$ cat config.mk
export PLATFORM = sky130hd
export DESIGN_NAME = spi_slave_adc_command_handler
export DESIGN_NICKNAME = d
export VERILOG_FILES = /design/src/design/spiadc_pkg.sv /design/src/design/spiadc_in_stage.sv /design/src/design/spiadc_core.sv /design/src/design/spiadc_out_stage.sv /design/src/design/spi_slave_adc_command_handler.sv
export SDC_FILE = /design/constraint.sdc
export NUM_CORES = 1
export LEC_CHECK = 0
export ABC_AREA = 0
export CAP_MARGIN = 20
export CORE_UTILIZATION = 64
export DETAILED_ROUTE_END_ITERATION = 7
export DONT_BUFFER_PORTS = 1
export HOLD_SLACK_MARGIN = 0.15
export PLACE_DENSITY = 0.81
export SLEW_MARGIN = 30
export SYNTH_ARGS = -nofsm -noshare
export SYNTH_HDL_FRONTEND = slang
export SYNTH_SLANG_ARGS = --single-unit
export TNS_END_PERCENT = 1
$ cat constraint.sdc
create_clock -name clk -period 5.2 [get_ports clk]
set_clock_uncertainty 0.15 [all_clocks]
set_input_delay 1.3 -clock clk [delete_from_list [all_inputs] [get_ports clk]]
set_output_delay 1.3 -clock clk [all_outputs]
set_load 0.005 [all_outputs]
$ cat src/design/spiadc_pkg.sv
// shared types and constants of the spi slave adc command handler
`default_nettype none

package spiadc_pkg;

  localparam int SAMPLE_BITS = 16;
  localparam int COUNT_BITS  = 32;

  typedef enum logic [1:0] {
    OP_RX   = 2'd0,
    OP_DONE = 2'd1,
    OP_TICK = 2'd2,
    OP_NONE = 2'd3
  } op_t;

  typedef enum logic [1:0] {
    CFG_MAX_CHANNEL = 2'd0,
    CFG_PRESENCE    = 2'd1,
    CFG_THRESHOLD   = 2'd2,
    CFG_UNUSED      = 2'd3
  } cfg_idx_t;

  localparam logic [7:0] GO_LOW_FIRST  = 8'h80;
  localparam logic [7:0] GO_HIGH_FIRST = 8'hC0;
  localparam logic [7:0] DATA_CMD      = 8'h90;
  localparam logic [7:0] ZERO_CMD      = 8'h00;
  localparam logic [7:0] CFG_CMD       = 8'h40;
  localparam int         ORDER_BIT     = 6;

  localparam logic [3:0] MAX_CHANNEL_RST = 4'd11;
  localparam logic [7:0] PRESENCE_RST    = 8'd76;
  localparam logic [7:0] THRESHOLD_RST   = 8'd10;

  localparam int IN_DATA_BITS  = 24;
  localparam int OUT_DATA_BITS = 24;

  typedef struct packed {
    op_t         opcode;
    logic [7:0]  rx_byte;
    logic [15:0] sample;
  } in_word_t;

  typedef struct packed {
    logic       tx_load;
    logic [7:0] tx_byte;
    logic       start_conversion;
    logic       abort_conversion;
    logic [3:0] conv_channel;
    logic       watchdog_kick;
    logic       timer_restart;
    logic       link_up;
    logic       data_ready;
  } result_t;

endpackage

`default_nettype wire

$ cat src/design/spiadc_in_stage.sv
// input register of the event stream
`default_nettype none

module spiadc_in_stage (
  input  wire logic                clk,
  input  wire logic                rst,
  input  wire logic                s_tvalid,
  output logic                     s_tready,
  input  wire spiadc_pkg::in_word_t s_word,
  input  wire logic                advance,
  output logic                     word_valid,
  output spiadc_pkg::in_word_t     word
);
  import spiadc_pkg::*;

  logic take;

  assign s_tready = !word_valid || advance;
  assign take     = s_tvalid && s_tready;

  always_ff @(posedge clk) begin
    if (rst) begin
      word_valid <= 1'b0;
    end else if (take) begin
      word_valid <= 1'b1;
    end else if (advance) begin
      word_valid <= 1'b0;
    end
  end

  always_ff @(posedge clk) begin
    if (take) begin
      word <= s_word;
    end
  end

endmodule

`default_nettype wire

$ cat src/design/spiadc_core.sv
// command decode, link state and config registers
`default_nettype none

module spiadc_core (
  input  wire logic                 clk,
  input  wire logic                 rst,
  input  wire logic                 cfg_we,
  input  wire logic [1:0]           cfg_index,
  input  wire logic [7:0]           cfg_data,
  input  wire logic                 advance,
  input  wire spiadc_pkg::in_word_t word,
  output spiadc_pkg::result_t       result
);
  import spiadc_pkg::*;

  logic [3:0] max_channel;
  logic [7:0] presence_byte;
  logic [7:0] activity_threshold;

  logic [SAMPLE_BITS-1:0] sample_store, sample_store_next;
  logic [3:0]             current_channel, current_channel_next;
  logic                   upper_first, upper_first_next;
  logic                   alternate_low, alternate_low_next;
  logic                   sample_valid, sample_valid_next;
  logic                   converting, converting_next;
  logic                   link_flag, link_flag_next;
  logic [COUNT_BITS-1:0]  byte_count, byte_count_next;
  logic [COUNT_BITS-1:0]  last_read_count, last_read_count_next;

  logic [COUNT_BITS-1:0] distance;
  logic [15:0]           sample_ext;
  logic [15:0]           new_sample_ext;
  logic                  is_go;

  always_ff @(posedge clk) begin
    if (rst) begin
      max_channel        <= MAX_CHANNEL_RST;
      presence_byte      <= PRESENCE_RST;
      activity_threshold <= THRESHOLD_RST;
    end else if (cfg_we) begin
      unique case (cfg_idx_t'(cfg_index))
        CFG_MAX_CHANNEL: max_channel        <= cfg_data[3:0];
        CFG_PRESENCE:    presence_byte      <= cfg_data;
        CFG_THRESHOLD:   activity_threshold <= cfg_data;
        default: ;
      endcase
    end
  end

  assign sample_ext     = 16'(sample_store);
  assign new_sample_ext = 16'(word.sample[SAMPLE_BITS-1:0]);
  assign distance       = byte_count - last_read_count;
  assign is_go = (word.rx_byte[7:4] == GO_LOW_FIRST[7:4])
              || (word.rx_byte[7:4] == GO_HIGH_FIRST[7:4]);

  always_comb begin
    sample_store_next    = sample_store;
    current_channel_next = current_channel;
    upper_first_next     = upper_first;
    alternate_low_next   = alternate_low;
    sample_valid_next    = sample_valid;
    converting_next      = converting;
    link_flag_next       = link_flag;
    byte_count_next      = byte_count;
    last_read_count_next = last_read_count;
    result               = '0;

    unique case (word.opcode)
      OP_RX: begin
        byte_count_next = byte_count + 1'b1;
        if (is_go) begin
          sample_valid_next  = 1'b0;
          alternate_low_next = 1'b1;
          upper_first_next   = word.rx_byte[ORDER_BIT];
          if (word.rx_byte[3:0] > max_channel) begin
            current_channel_next = '0;
          end else begin
            current_channel_next = word.rx_byte[3:0];
          end
          if (!converting) begin
            sample_store_next       = '1;
            result.start_conversion = 1'b1;
            converting_next         = 1'b1;
          end else begin
            result.abort_conversion = 1'b1;
            converting_next         = 1'b0;
            result.tx_load          = 1'b1;
            result.tx_byte          = presence_byte;
          end
          result.watchdog_kick = 1'b1;
          result.timer_restart = 1'b1;
          link_flag_next       = 1'b1;
        end
        if (word.rx_byte == CFG_CMD) begin
          result.tx_load = 1'b1;
          result.tx_byte = presence_byte;
        end
        if (word.rx_byte == ZERO_CMD && sample_valid) begin
          last_read_count_next = byte_count_next;
          result.tx_load       = 1'b1;
          result.tx_byte       = alternate_low ? sample_ext[7:0] : sample_ext[15:8];
          alternate_low_next   = !alternate_low;
        end
        if (word.rx_byte == DATA_CMD) begin
          result.tx_load = 1'b1;
          if (sample_valid) begin
            result.tx_byte       = upper_first ? sample_ext[7:0] : sample_ext[15:8];
            last_read_count_next = byte_count_next;
          end else begin
            result.tx_byte = presence_byte;
          end
        end
      end
      OP_DONE: begin
        sample_store_next = word.sample[SAMPLE_BITS-1:0];
        result.tx_load    = 1'b1;
        result.tx_byte    = upper_first ? new_sample_ext[15:8] : new_sample_ext[7:0];
        sample_valid_next = 1'b1;
        converting_next   = 1'b0;
      end
      OP_TICK: begin
        result.timer_restart = 1'b1;
        result.watchdog_kick = (distance < COUNT_BITS'(activity_threshold));
        link_flag_next       = 1'b0;
      end
      OP_NONE: ;
      default: ;
    endcase

    result.conv_channel = current_channel_next;
    result.link_up      = link_flag_next;
    result.data_ready   = sample_valid_next;
  end

  always_ff @(posedge clk) begin
    if (rst) begin
      sample_store    <= '0;
      current_channel <= '0;
      upper_first     <= 1'b0;
      alternate_low   <= 1'b0;
      sample_valid    <= 1'b0;
      converting      <= 1'b0;
      link_flag       <= 1'b0;
      byte_count      <= '0;
      last_read_count <= '0;
    end else if (advance) begin
      sample_store    <= sample_store_next;
      current_channel <= current_channel_next;
      upper_first     <= upper_first_next;
      alternate_low   <= alternate_low_next;
      sample_valid    <= sample_valid_next;
      converting      <= converting_next;
      link_flag       <= link_flag_next;
      byte_count      <= byte_count_next;
      last_read_count <= last_read_count_next;
    end
  end

  a_go_abort_clears: assert property (@(posedge clk) disable iff (rst)
    (advance && word.opcode == OP_RX && is_go && converting) |=> !converting)
    else $error("abort did not clear converting");

  a_done_sets_valid: assert property (@(posedge clk) disable iff (rst)
    (advance && word.opcode == OP_DONE) |=> (sample_valid && !converting))
    else $error("conversion done did not mark sample valid");

  a_go_start_fills: assert property (@(posedge clk) disable iff (rst)
    (advance && result.start_conversion) |=> (converting && !sample_valid
      && sample_store == '1))
    else $error("conversion start left stale sample state");

  a_tick_drops_link: assert property (@(posedge clk) disable iff (rst)
    (advance && word.opcode == OP_TICK) |=> !link_flag)
    else $error("tick did not drop the link");

  a_channel_in_range: assert property (@(posedge clk) disable iff (rst)
    (advance && word.opcode == OP_RX && is_go) |=>
      (current_channel <= $past(max_channel)))
    else $error("selected channel beyond max_channel");

endmodule

`default_nettype wire

$ cat src/design/spiadc_out_stage.sv
// result register of the response stream
`default_nettype none

module spiadc_out_stage (
  input  wire logic                clk,
  input  wire logic                rst,
  input  wire logic                load,
  input  wire spiadc_pkg::result_t result,
  output logic                     m_tvalid,
  input  wire logic                m_tready,
  output spiadc_pkg::result_t      m_result,
  output logic                     free
);
  import spiadc_pkg::*;

  assign free = !m_tvalid || m_tready;

  always_ff @(posedge clk) begin
    if (rst) begin
      m_tvalid <= 1'b0;
    end else if (load) begin
      m_tvalid <= 1'b1;
    end else if (m_tready) begin
      m_tvalid <= 1'b0;
    end
  end

  always_ff @(posedge clk) begin
    if (load) begin
      m_result <= result;
    end
  end

endmodule

`default_nettype wire

$ cat src/design/spi_slave_adc_command_handler.sv
// top level of the spi slave adc command handler
// path: a word accepted into the input register is decoded and its result is registered
//   in the result register, which drives m_tdata
// throughput: one word per cycle while m_tready does not hold the result register, set by
//   the single decode stage between the input register and the result register
// reset: synchronous rst clears all link state and restores the config defaults
`default_nettype none

module spi_slave_adc_command_handler (
  input  wire logic                                    clk,
  input  wire logic                                    rst,
  input  wire logic                                    cfg_we,
  input  wire logic [1:0]                              cfg_index,
  input  wire logic [7:0]                              cfg_data,
  input  wire logic                                    s_tvalid,
  output logic                                         s_tready,
  input  wire logic [spiadc_pkg::IN_DATA_BITS-1:0]     s_tdata,  // rx_byte, sample
  input  wire logic [1:0]                              s_tuser,  // opcode
  output logic                                         m_tvalid,
  input  wire logic                                    m_tready,
  // tx_load, tx_byte, start_conversion, abort_conversion, conv_channel,
  // watchdog_kick, timer_restart, link_up, data_ready
  output logic [spiadc_pkg::OUT_DATA_BITS-1:0]         m_tdata
);
  import spiadc_pkg::*;

  in_word_t s_word;
  in_word_t word;
  logic     word_valid;
  logic     out_free;
  logic     advance;
  result_t  result;
  result_t  m_result;

  assign s_word.opcode  = op_t'(s_tuser);
  assign s_word.rx_byte = s_tdata[7:0];
  assign s_word.sample  = s_tdata[23:8];

  assign advance = word_valid && out_free;

  spiadc_in_stage u_in (
    .clk        (clk),
    .rst        (rst),
    .s_tvalid   (s_tvalid),
    .s_tready   (s_tready),
    .s_word     (s_word),
    .advance    (advance),
    .word_valid (word_valid),
    .word       (word)
  );

  spiadc_core u_core (
    .clk       (clk),
    .rst       (rst),
    .cfg_we    (cfg_we),
    .cfg_index (cfg_index),
    .cfg_data  (cfg_data),
    .advance   (advance),
    .word      (word),
    .result    (result)
  );

  spiadc_out_stage u_out (
    .clk      (clk),
    .rst      (rst),
    .load     (advance),
    .result   (result),
    .m_tvalid (m_tvalid),
    .m_tready (m_tready),
    .m_result (m_result),
    .free     (out_free)
  );

  assign m_tdata = {5'b0,
                    m_result.data_ready,
                    m_result.link_up,
                    m_result.timer_restart,
                    m_result.watchdog_kick,
                    m_result.conv_channel,
                    m_result.abort_conversion,
                    m_result.start_conversion,
                    m_result.tx_byte,
                    m_result.tx_load};

endmodule

`default_nettype wire
; Yosys cells after proc, flatten, opt, wreduce, memory -nomap -nowiden
; Index checks and enable logic that the tools add are counted.
[classes]
addsub = 2
n_lt_le_gt_ge = 2
n_eq_ne = 10
n_mux = 35
n_reduce_logical = 25
[op_table]
columns = cell, count
row1 = 32-bit two-way mux, 3
row2 = 9-bit two-way mux, 4
row3 = 32-bit by 1-bit adder with 32-bit output (second input constant), 1
row4 = 32-bit by 8-bit less-than comparator with 1-bit output, 1
row5 = 16-bit two-way mux, 2
row6 = 8-bit two-way mux, 4
row7 = 16-bit case mux with 2 select lines, 1
row8 = 32-bit subtractor, 1
row9 = 9-bit case mux with 2 select lines, 1
row10 = 4-bit two-way mux, 3
row11 = 1-bit two-way mux, 11
row12 = 11-bit two-way mux, 1
row13 = 2-bit AND reduction, 5
row14 = 3-bit AND reduction, 3
row15 = 4-bit equality test (second input constant), 2
row16 = 8-bit by 7-bit equality test with 1-bit output (second input constant), 1
row17 = 8-bit equality test (second input constant), 1
row18 = 8-bit logical NOT, 1
row19 = 2-bit nonzero test, 4
row20 = 1-bit case mux with 2 select lines, 3
row21 = 2-bit by 1-bit equality test with 1-bit output (second input constant), 2
row22 = 2-bit equality test (second input constant), 2
row23 = 4-bit greater-than comparator, 1
row24 = 2-bit logical NOT, 2
row25 = 8 further kinds, 14
[totals]
register_bits = 156
inputBits = 41
wordCells = 100

; Depth between registers and ports, before layout
; Gate-level depths: netlist of the first run.
[logic_depth]
ltp_word = 7
depth_mapped = 18
ltp_nobuf = 18

; Cells and area by module
; A second synthesis of the first run with hierarchy kept.
[hier_totals]
hier_cells = 1027
hier_area_um2 = 8809.7
[modules_own_cells]
columns = mod, instances, cells_per_inst, area_per_inst_um2
row1 = spiadc_core, 1, 966, 7309.5
row2 = spiadc_in_stage, 1, 31, 835.8
row3 = spiadc_out_stage, 1, 23, 616.8
row4 = spi_slave_adc_command_handler, 1, 7, 47.5

; Worst setup path before layout of the first run
; No wires, ideal clock.
[synth_path]
path_kind = register to register
from = register u_core.byte_count[0]
to = register u_out.m_result[3] (netlist name)
setup_ns = 0.141
arrival_time_ns = 3.489
setup_slack_ns = 1.420
path_stages_with_launch = 19
cell_sequence = dfxtp_1 inv_1 ha_1 fa_1 nor2b_1 o2111ai_1 and2_1 xnor2_1 ha_1 a21oi_1 nand2_1 o2bb2ai_1 nor2_1 o2111a_1 o2111ai_1 or4b_1 nor4b_2 nand4_1 nand2_1
[synth_lines]
columns = element, line
row1 = from (decl), spiadc_core.sv:27  ; logic [COUNT_BITS-1:0] byte_count, byte_count_next;
row2 = from (signal assigned), spiadc_core.sv:154  ; byte_count <= byte_count_next;

==> results of run 1 <==
[area by class of cell]
class | instances | area, µm² | area share (%)
clock buffer | 17 | 425 | 4.42
clock inverter | 15 | 171 | 1.78
inverter | 54 | 203 | 2.10
multi-input combinational | 775 | 4990 | 51.8
sequential | 156 | 3570 | 37.1
tap | 180 | 225 | 2.34
timing repair buffer | 6 | 45.0 | 0.468
[metrics by stage]
| step | util (%) | hold WS (ns) | cells |
|---|---|---|---|
| after floorplan | - | 0.286 | 1045 |
| after global placement | 65.3 | 0.294 | 1171 |
| after detailed placement | 65.3 | 0.318 | 1171 |
| after CTS | 69.6 | 0.330 | 1203 |
| after global routing | 69.7 | 0.349 | 1203 |
| final | 69.7 | 0.328 | 1203 |
[worst max-delay path, stage by stage, from the launching register on]
cell,delay [ns]
dfxtp_1,0.41
inv_1,0.07
ha_1,0.21
fa_1,0.41
nor2b_1,0.18
o2111ai_1,0.21
and2_1,0.23
xnor2_1,0.14
ha_1,0.31
a21oi_1,0.16
nand2_1,0.07
o2bb2ai_1,0.11
nor2_1,0.10
o2111a_1,0.17
o2111ai_1,0.08
or4b_1,0.54
nor4b_2,0.22
nand4_1,0.13
nand2_1,0.09
[per-layer routing]
metal	wire length (µm)	global-route usage (%)	part of all wire, %
met1	9190	39.1	45
met2	9020	42.6	44
met3	1650	7.66	8.1
met4	410	11.0	2.0
met5	0	0	0
[cell families after synthesis]
group | count (synthesis)
and+or+nand+nor | 414
AOI/OAI and AO/OA | 209
DFF | 156
buffers and inverters | 114
xor gates and xnor gates | 66
adders and majority gates | 44
muxes | 37
other | 1
[worst max path at each step]
stage	startpoint	endpoint	slack (ns)	depth (start not counted)
after global placement	u_core.byte_count[0]	u_out.m_result[3]	1.21	18
final	u_core.byte_count[0]	u_out.m_result[3]	1.09	18
after global routing	u_core.byte_count[0]	u_out.m_result[3]	0.72	18
after floorplan	u_core.byte_count[0]	u_out.m_result[3]	1.42	18
after detailed placement	u_core.byte_count[0]	u_out.m_result[3]	1.08	18
after CTS	u_core.byte_count[0]	u_out.m_result[3]	1.08	18
[Yosys cell counts (all sizes together) (3+ instances only)]
master | instances | share of area, %
a21oi | 62 | 3.7
a31o | 3 | 0.29
nand4 | 19 | 1.5
nand2 | 102 | 4.3
a211o | 4 | 0.39
or3 | 15 | 1.0
a311oi | 6 | 0.58
nor2 | 139 | 5.8
inv | 53 | 2.2
buf | 22 | 1.9
ha | 43 | 5.9
a31oi | 6 | 0.41
xnor2 | 29 | 2.8
a21o | 12 | 1.0
o21ai | 35 | 2.0
a21boi | 4 | 0.33
and3 | 12 | 0.90
a221oi | 3 | 0.48
nor3b | 4 | 0.33
o31ai | 3 | 0.25
nor2b | 11 | 0.76
a211oi | 33 | 2.8
mux2 | 8 | 1.0
dfxtp | 111 | 25
clkbuf | 38 | 1.6
o221ai | 7 | 0.68
o21a | 3 | 0.25
and2 | 7 | 0.48
o2111ai | 3 | 0.29
mux2i | 29 | 3.2
nand3b | 6 | 0.50
o22ai | 8 | 0.55
nor3 | 31 | 1.7
edfxtp | 45 | 15
nand3 | 26 | 1.4
nand2b | 13 | 0.90
nor4 | 21 | 1.8
xor2 | 37 | 3.6
[where the power goes]
part	total (mW)	leakage [nW]	switching [mW]	internal (mW)
combinational	0.0943	1.90	0.0583	0.0360
sequential	1.32	1.33	0.0298	1.29
clock	1.25	0.291	0.562	0.686
[cells in the final DEF (no fill, tap or decap), types with 18 or more instances in the layout]
master,instances
edfxtp_1,45
mux2i_1,29
nor3_1,30
nor4_1,19
xor2_1,37
inv_1,52
o21ai_0,31
dfxtp_1,111
xnor2_1,29
a21oi_1,57
nand2_1,101
nand4_1,18
nor2_1,138
a211oi_1,32
nand3_1,26
ha_1,43
==> results by group, run 1 <==
CTS
  • Hold_buf cts: 0
  • Clock net sink count: 156
  • H-Tree Depth: 4
  • CTS Buf Count: 17
  • Root Buffer: clkbuf_16
  • Resized cells post-CTS: 0
  • Postcts setup bufs: 0
  • Clock Latency Late Sink: 0.44 ns
  • Reg clk slew, reported paths: 0.07 ns
  • CTS tree: built
  • Maximum buffer depth of the clock tree: 2

Synth
  • Post-synth ARST share: 0%
  • Area share of fa/ha/maj cells after synthesis: 6.17%
  • Syn Area/Cell: 8.69 µm²
  • Synth Flop Type: dfxtp_1
  • Post-synthesis xor/xnor area fraction: 6.39%
  • Mapped Cells: 1041
  • YS warnings: 0
  • Synth Area in Compound Gates: 15.8%
  • Synthesized flop and latch total: 156
  • Seq/Total Area, Yosys: 39.5%
  • Unique masters post-synth: 78
  • EDFF count, synth: 45
  • Mapped Area: 9050 µm²
  • Simple-gate share of the synthesized area: 22.2%
  • Main combinational cell family by area after synthesis: simple AND/OR/NAND/NOR gates
  • Post-synthesis mux area share: 4.20%

STA
  • Final Hold Vio Count: 0
  • Fmax: 0.244 GHz
  • Post-layout minimum cycle time: 4.11 ns
  • Worst slew margin: 37.6%
  • Worst setup margin: 1.09 ns
  • Slew Viols, Final: 0
  • RSZ-0062 raised after global routing: no
  • Final setup viols: 0
  • Final Cycle Share: 79.0%
  • Setup TNS: 0 ns
  • Worst-margin pin slew: 0.936 ns

Worst setup path
  • Critical-path maximum fanout: 5
  • Worst Setup End Kind: flip-flop
  • Reg2Reg Depth: 18
  • Worst setup SP type: flip-flop
  • Required time of the critical path: 5.34 ns
  • Reg2reg end: u_out.m_result[3]
  • WP data arrival: 4.25 ns
  • Reg2Reg Setup Slack: 1.09 ns
  • Worst r2r src: u_core.byte_count[0]
  • Kind of critical path: flip-flop to flip-flop

Min path
  • Hold Crit Class: flip-flop to flip-flop
  • Hold path startpoint: u_core.presence_byte[4]
  • Worst Hold End: u_core.presence_byte[4]
  • Worst Hold Depth: 2

Routing
  • First drt pass iteration count: 5
  • Final wirelength: 20.3 mm
  • Vias per Instance: 6.17
  • Drc violations: 0
  • DR vias: 7419
  • Avg WL per Cell: 16.8 µm
  • Final ANT Viol Nets: 0
  • 1st-iter DRT viols: 710

Power
  • Final Power: 2.66 mW
  • Max VDD drop: 0.000256 V
  • Leak pwr: 3.52 nW
  • Pwr Density: 276 nW/µm²

Flow run
  • Max Cap Viol: 0

Global route
  • Number of global-route vias before repair: 6492
  • First-pass GRT wire length: 32.5 mm
  • Initial antenna violation count: 0
  • Total gr overflow: 0
  • Gr usage total: 28.5%
  • Largest net degree at the start of global routing: 112

Placed design
  • Number of port buffers: 0
  • Detailed Place HPWL: 13.8 mm
  • Pre-CTS setup slack: 1.08 ns
  • Placed instance area: 9030 µm²
  • Routability cong.: 0.891

Die
  • Starting Density: 65.4%
  • I/O Pins: 67
  • CORE AREA: 13800 µm²
  • Die ar.: 14600 µm²
  • Die Span Y: 121 µm
  • DIE WIDTH: 121 µm
  • Row cnt: 43

Final layout
  • Post-route cell area: 9630 µm²
  • Area Growth Syn to Fin: 6.47%
  • Ant. Diodes: 0
  • # nets final: 1095
  • Layout fillers: 1052
  • Share of cells above drive strength 1: 7.33%

Status
  • Status: finished, final reports clean
No activity file was read; power rests on OpenSTA's default activity.
==> inputs of run 2 (changes only) <==
--- a/config.mk
+++ b/config.mk
@@ -5,13 +5,13 @@
 export SDC_FILE = /design/constraint.sdc
 export NUM_CORES = 1
 export LEC_CHECK = 0
-export ABC_AREA = 0
+export ABC_AREA = 1
 export CAP_MARGIN = 20
-export CORE_UTILIZATION = 64
+export CORE_UTILIZATION = 65
 export DETAILED_ROUTE_END_ITERATION = 7
 export DONT_BUFFER_PORTS = 1
 export HOLD_SLACK_MARGIN = 0.15
-export PLACE_DENSITY = 0.81
+export PLACE_DENSITY = 0.82
 export SLEW_MARGIN = 30
 export SYNTH_ARGS = -nofsm -noshare
 export SYNTH_HDL_FRONTEND = slang
==> constraint.sdc (replaced) <==
create_clock -name clk -period 3.8 [get_ports clk]
set_clock_uncertainty 0.15 [all_clocks]
set_input_delay 0.95 -clock clk [delete_from_list [all_inputs] [get_ports clk]]
set_output_delay 0.95 -clock clk [all_outputs]
set_load 0.005 [all_outputs]
==> run 2 against run 1 <==
  * Wire length up 14%
  * Global-route usage up 3.4 points
  * Worst hold slack worse by 0.020 ns
  * Sequential share of layout area down 2.6 points
  * Cell area up 7.4%
  * Combinational power rose to 5.5 times the previous value
  * Total power up 52%
  * Core utilization up 1.5 points
  * Flip-flop and latch count unchanged
  * Area after synthesis up 6.8%
  * Worst setup slack worse by 0.28 ns
==> results by group, run 2 <==
CTS
  • Root Buffer: clkbuf_16 (unchanged)
  • Clock Latency Late Sink: 0.42 ns (was 0.44 ns)
  • CTS tree: built (unchanged)
  • H-Tree Depth: 4 (unchanged)
  • Resized cells post-CTS: 0 (unchanged)
  • CTS Buf Count: 17 (unchanged)
  • Clock net sink count: 156 (unchanged)
  • Maximum buffer depth of the clock tree: 2 (unchanged)
  • Postcts setup bufs: 0 (unchanged)
  • Reg clk slew, reported paths: 0.06 ns (was 0.07 ns)
  • Hold_buf cts: 0 (unchanged)

Global route
  • Initial antenna violation count: 0 (unchanged)
  • First-pass GRT wire length: 37.8 mm (was 32.5 mm)
  • Number of global-route vias before repair: 7843 (was 6492)
  • Gr usage total: 31.9% (was 28.5%)
  • Met2 usage in global routing: 50.2% (was 42.6%)
  • Total gr overflow: 0 (unchanged)
  • Largest net degree at the start of global routing: 70 (was 112)
  • M3 GR Usage: 5.63% (was 7.66%)
  • Busiest grt layer: met2 (unchanged)
  • Global routing usage on met1: 44.5% (was 39.1%)

Routing
  • Avg WL per Cell: 14.6 µm (was 16.8 µm)
  • Final ANT Viol Nets: 0 (unchanged)
  • Drc violations: 0 (unchanged)
  • 1st-iter DRT viols: 888 (was 710)
  • First drt pass iteration count: 7 (was 5)
  • DR vias: 8781 (was 7419)
  • Vias per Instance: 5.56 (was 6.17)
  • Final wirelength: 23.0 mm (was 20.3 mm)

Die
  • Die ar.: 15400 µm² (was 14600 µm²)
  • Die Span Y: 124 µm (was 121 µm)
  • Row cnt: 44 (was 43)
  • DIE WIDTH: 124 µm (was 121 µm)
  • I/O Pins: 67 (unchanged)
  • Starting Density: 66.5% (was 65.4%)
  • CORE AREA: 14500 µm² (was 13800 µm²)

Synth
  • Mapped Cells: 1394 (was 1041)
  • Synth top area cells: dfxtp_1 23%, edfxtp_1 14%, nand2_1 13% (was dfxtp_1 25%, edfxtp_1 15%, ha_1 5.9%)
  • Yosys top cell area share: 23.0% (was 24.6%)
  • Post-synth ARST share: 0% (unchanged)
  • EDFF count, synth: 45 (unchanged)
  • Unique masters post-synth: 50 (was 78)
  • Synthesized flop and latch total: 156 (unchanged)
  • Syn Area/Cell: 6.93 µm² (was 8.69 µm²)
  • YS warnings: 0 (unchanged)
  • Top post-synthesis cells by count: 347 x nand2_1, 254 x inv_1, 130 x nor2_1, 111 x dfxtp_1, 95 x a21oi_1 (was 138 x nor2_1, 111 x dfxtp_1, 101 x nand2_1, 57 x a21oi_1, 52 x inv_1)
  • Mapped Area: 9660 µm² (was 9050 µm²)
  • Yosys top cell by area: dfxtp_1 (unchanged)
  • Synth Flop Type: dfxtp_1 (unchanged)
  • Seq/Total Area, Yosys: 37.0% (was 39.5%)
  • Most common cell in the synthesized netlist: nand2_1 (was nor2_1)

Placed design
  • Detailed Place HPWL: 17.1 mm (was 13.8 mm)
  • Routability cong.: 0.946 (was 0.891)
  • Number of port buffers: 0 (unchanged)
  • Pre-CTS setup slack: 0.785 ns (was 1.08 ns)

Final layout
  • Ant. Diodes: 0 (unchanged)
  • # nets final: 1468 (was 1095)
  • Storage cell area: 3570 µm² (unchanged)
  • Most frequent cells in the layout: 347 x nand2_1, 253 x inv_1, 130 x nor2_1, 111 x dfxtp_1, 95 x a21oi_1 (was 138 x nor2_1, 111 x dfxtp_1, 101 x nand2_1, 57 x a21oi_1, 52 x inv_1)
  • Area Growth Syn to Fin: 7.11% (was 6.47%)
  • Area of the multi-input gates: 4910 µm² (was 4990 µm²)
  • Commonest non-fill, non-tap cell in the layout: nand2_1 (was nor2_1)
  • Layout fillers: 1215 (was 1052)
  • Share of cells above drive strength 1: 5.44% (was 7.33%)

Min path
  • Worst Hold Depth: 2 (unchanged)
  • Hold Crit Class: flip-flop to flip-flop (unchanged)

Power
  • Leak pwr: 4.96 nW (was 3.52 nW)
  • Final Power: 4.06 mW (was 2.66 mW)
  • Pwr Density: 392 nW/µm² (was 276 nW/µm²)
  • Max VDD drop: 0.000382 V (was 0.000256 V)

Flow run
  • Max Cap Viol: 0 (unchanged)

Worst setup path
  • Critical-path maximum fanout: 4 (was 5)
  • Worst setup SP type: flip-flop (unchanged)
  • Kind of critical path: flip-flop to flip-flop (unchanged)
  • WP data arrival: 3.12 ns (was 4.25 ns)
  • Worst r2r src: u_core.byte_count[0] (unchanged)
  • Worst Setup End Kind: flip-flop (unchanged)
  • Required time of the critical path: 3.94 ns (was 5.34 ns)
  • Reg2Reg Depth: 19 (was 18)
  • CP Launch Point: u_core.byte_count[0] (unchanged)

STA
  • Worst slew margin: 39.1% (was 37.6%)
  • Post-layout minimum cycle time: 2.98 ns (was 4.11 ns)
  • Final setup viols: 0 (unchanged)
  • Final Cycle Share: 78.5% (was 79.0%)
  • Slew Viols, Final: 0 (unchanged)
  • Worst-margin pin slew: 0.908 ns (was 0.936 ns)
  • RSZ-0062 raised after global routing: no (unchanged)
  • Final Hold Vio Count: 0 (unchanged)
  • Setup TNS: 0 ns (unchanged)
  • Hold WS: 0.308 ns (was 0.328 ns)
  • Fmax: 0.335 GHz (was 0.244 GHz)
  • Worst setup margin: 0.817 ns (was 1.09 ns)

Status
  • Status: finished, final reports clean (unchanged)
run 2: cell types whose count changed after synthesis, sizes merged, moves of 15 or more:
cell	delta
a211oi	-15
a21oi	+34
clkbuf	-15
inv	+208
mux2i	-29
nand2	+255
nand3	+35
nor4	-18
o21ai	+57
or3	-15
xnor2	-24
run 2: area by class of cell:
cell class,instances,area share [%]
Multi-Input combinational cell,940,47.5
Sequential cell,156,34.5
Inverter,263,9.55
Clock buffer,19,4.39
Tap cell,184,2.22
Clock inverter,13,1.47
Timing Repair Buffer,5,0.363
run 2: routing by layer:
layer	up-vias	wire [µm]
li1	4430	-
met1	3988	10600
met2	333	10400
met3	30	1680
met4	0	383
met5	-	0
run 2: cells by family (layout without fill, tap and decap cells):
kind of cell             after synthesis  count (layout)  share of synthesized area, %
other                                  1               5                        0.0388
AND/OR/NAND/NOR                      614             614                          27.5
flip-flops                           156             156                          37.0
AO/OA/AOI/OAI                        244             244                          14.4
adder cells (fa/ha/maj)               44              44                          5.78
XOR/XNOR                              33              33                          2.99
buffers and inverters                302             300                          12.3
run 2: final timing paths:
check	end	slack (ns)
max reg2reg	u_out.m_result[3]	0.82
min reg2reg	flip-flop	0.31
max	u_out.m_result[3]	0.82
min	flip-flop	0.31
run 2: report_power, final:
group | switching [mW] | leakage (nW) | internal (mW)
sequential | 0.0411 | 1.34 | 1.78
combinational | 0.345 | 3.33 | 0.170
clock | 0.703 | 0.297 | 1.02
run 2: critical path, cell delays in order, from the launching register on:
cell,delay (ns)
dfxtp_1,0.39
inv_1,0.09
ha_1,0.21
fa_1,0.41
inv_1,0.07
nand2_1,0.05
nand2_1,0.09
nand3_1,0.08
nand2_1,0.14
xor2_1,0.09
ha_1,0.19
a211oi_1,0.22
nand3_1,0.10
nor2_1,0.10
nand3_1,0.09
nor2_1,0.10
nand2_1,0.05
nor2_1,0.08
nand3_1,0.07
nand2_1,0.06
run 2: metrics by stage:
| stage | util, % | cell area [µm²] | instances |
|---|---|---|---|
| 2_1_floorplan | - | 9680 | 1398 |
| 3_3_place_gp | 67.0 | 9740 | 1548 |
| 3_5_place_dp | 67.0 | 9740 | 1548 |
| 4_1_cts | 71.2 | 10300 | 1580 |
| 5_1_grt | 71.2 | 10300 | 1580 |
| 6_report | 71.2 | 10300 | 1580 |
==> inputs of run 3 (changes only) <==
==> constraint.sdc (replaced) <==
create_clock -name clk -period 2.83 [get_ports clk]
set_clock_uncertainty 0.15 [all_clocks]
set_input_delay 0.7075 -clock clk [delete_from_list [all_inputs] [get_ports clk]]
set_output_delay 0.7075 -clock clk [all_outputs]
set_load 0.005 [all_outputs]
==> run 3 against run 2 <==
  * Clock power grew 40%
  * Non-clock buffer count grew 17
  * Sequential power grew 34%
  * Clock-buffer cell count is the same
  * Core utilization grew 1.9 points
  * Critical path depth shrank 3
==> results by group, run 3 (same netlist as run 2, synthesis figures left out) <==
Status
  • Status: finished, final reports clean (unchanged)

Routing
  • Avg WL per Cell: 15.4 µm (was 14.6 µm)
  • Drc violations: 0 (unchanged)
  • First drt pass iteration count: 5 (was 7)
  • Vias per Instance: 5.62 (was 5.56)
  • Final wirelength: 24.5 mm (was 23.0 mm)
  • DR vias: 8979 (was 8781)
  • Final ANT Viol Nets: 0 (unchanged)
  • 1st-iter DRT viols: 964 (was 888)

Min path
  • Hold Crit Class: input pin to flip-flop (was flip-flop to flip-flop)

Die
  • DIE WIDTH: 124 µm (unchanged)
  • Die ar.: 15400 µm² (unchanged)
  • Starting Density: 66.5% (unchanged)
  • Die Span Y: 124 µm (unchanged)
  • CORE AREA: 14500 µm² (unchanged)
  • I/O Pins: 67 (unchanged)
  • Row cnt: 44 (unchanged)

CTS
  • Clock Latency Late Sink: 0.44 ns (was 0.42 ns)
  • Postcts setup bufs: 0 (unchanged)
  • Reg clk slew, reported paths: 0.07 ns (was 0.06 ns)
  • Maximum buffer depth of the clock tree: 2 (unchanged)
  • CTS Buf Count: 17 (unchanged)
  • H-Tree Depth: 4 (unchanged)
  • Clock net sink count: 156 (unchanged)
  • Hold_buf cts: 0 (unchanged)
  • Root Buffer: clkbuf_16 (unchanged)
  • CTS tree: built (unchanged)

Placed design
  • Detailed Place HPWL: 17.5 mm (was 17.1 mm)
  • Placed insts: 1565 (was 1548)
  • Routability cong.: 0.899 (was 0.946)
  • Number of port buffers: 0 (unchanged)

Final layout
  • Commonest non-fill, non-tap cell in the layout: nand2_1 (unchanged)
  • Most frequent cells in the layout: 341 x nand2_1, 252 x inv_1, 129 x nor2_1, 107 x dfxtp_1, 95 x a21oi_1 (was 347 x nand2_1, 253 x inv_1, 130 x nor2_1, 111 x dfxtp_1, 95 x a21oi_1)
  • Ant. Diodes: 0 (unchanged)
  • Non-filler cells, final: 1597 (was 1580)
  • Area Growth Syn to Fin: 9.89% (was 7.11%)
  • # nets final: 1485 (was 1468)
  • Share of cells above drive strength 1: 8.14% (was 5.44%)
  • Final core utilization: 73.1% (was 71.2%)

STA
  • Final setup viols: 0 (unchanged)
  • Slew Viols, Final: 0 (unchanged)
  • Fmax: 0.367 GHz (was 0.335 GHz)
  • Final Hold Vio Count: 0 (unchanged)
  • Worst slew margin: 51.0% (was 39.1%)
  • Post-layout minimum cycle time: 2.73 ns (was 2.98 ns)
  • Final Cycle Share: 96.4% (was 78.5%)
  • Worst-margin pin slew: 0.734 ns (was 0.908 ns)
  • Hold WS: 0.189 ns (was 0.308 ns)
  • RSZ-0062 raised after global routing: yes (was no)

Worst setup path
  • Required time of the critical path: 2.98 ns (was 3.94 ns)
  • Critical-path maximum fanout: 5 (was 4)
  • Worst setup SP type: flip-flop (unchanged)
  • Kind of critical path: flip-flop to flip-flop (unchanged)
  • WP data arrival: 2.88 ns (was 3.12 ns)
  • Worst Setup End Kind: flip-flop (unchanged)

Global route
  • First-pass GRT wire length: 38.9 mm (was 37.8 mm)
  • Total gr overflow: 0 (unchanged)
  • Gr usage total: 33.2% (was 31.9%)
  • Initial antenna violation count: 0 (unchanged)
  • Largest net degree at the start of global routing: 70 (unchanged)
  • Number of global-route vias before repair: 8103 (was 7843)

Flow run
  • Max Cap Viol: 0 (unchanged)

Power
  • Max VDD drop: 0.000682 V (was 0.000382 V)
  • Pwr Density: 523 nW/µm² (was 392 nW/µm²)
  • Leak pwr: 5.07 nW (was 4.96 nW)
[run 3: critical path: stages (launching register included)]
cell	delay, ns
dfxtp_1	0.47
ha_1	0.31
nand3_1	0.11
nand2_2	0.08
nand2_1	0.07
nand2_2	0.07
xor2_2	0.14
ha_1	0.32
a211oi_2	0.21
nand3_1	0.09
nor2_1	0.12
nand3_1	0.07
nor2_1	0.09
nand2_1	0.05
nor2_1	0.08
nand3_1	0.09
nand2_1	0.07
[run 3: what timing repair did]
item | in CTS | in global routing
resized for setup | 3 | 22
endpoints found under the setup margin | 1 | 1
pin swaps | 0 | 11
[run 3: final timing paths]
| path | startpoint | to | slack, ns | cells past startpoint |
|---|---|---|---|---|
| setup / recovery | u_core.byte_count[1] | u_out.m_result[3] | 0.10 | 16 |
| hold / removal | rst | u_core.sample_valid | 0.19 | 1 |
| hold reg to reg | flip-flop | flip-flop | 0.31 | 2 |
| setup reg to reg | u_core.byte_count[1] | u_out.m_result[3] | 0.10 | 16 |
[run 3: final cells by class]
class | instances | area (µm²)
Timing Repair Buffer | 22 | 178
Fill cell | 1164 | 3920
Sequential cell | 156 | 3580
Clock inverter | 13 | 176
Clock buffer | 19 | 454
Tap cell | 184 | 230
Inverter | 263 | 991
Multi-Input combinational cell | 940 | 5010
[run 3: where the power goes]
part           internal (mW)  switching, mW  total (mW)
Combinational          0.239          0.478       0.718
Clock                   1.39           1.01        2.40
Sequential              2.38         0.0552        2.44
Total                   4.01           1.54        5.56
[run 3: stage by stage]
step	setup slack, ns	area, µm²	total power, mW	TNS [ns]
detailed placement	-0.00436	9880	3.18	-0.00436
global placement	0.0662	9880	3.16	0
CTS	0.0169	10500	5.55	0
global route	-0.0650	10600	5.76	-0.0650
finish	0.103	10600	5.56	0
floorplan	0.177	9680	3.02	0
[run 3: metal layers]
metal  part of all wire [%]  track usage (%)  up-vias
li1                       -                -     4458
met1                     46             44.6     4127
met2                     46             54.1      345
met3                    7.1             6.82       49
met4                    1.7             9.67        0
met5                      0                0        -
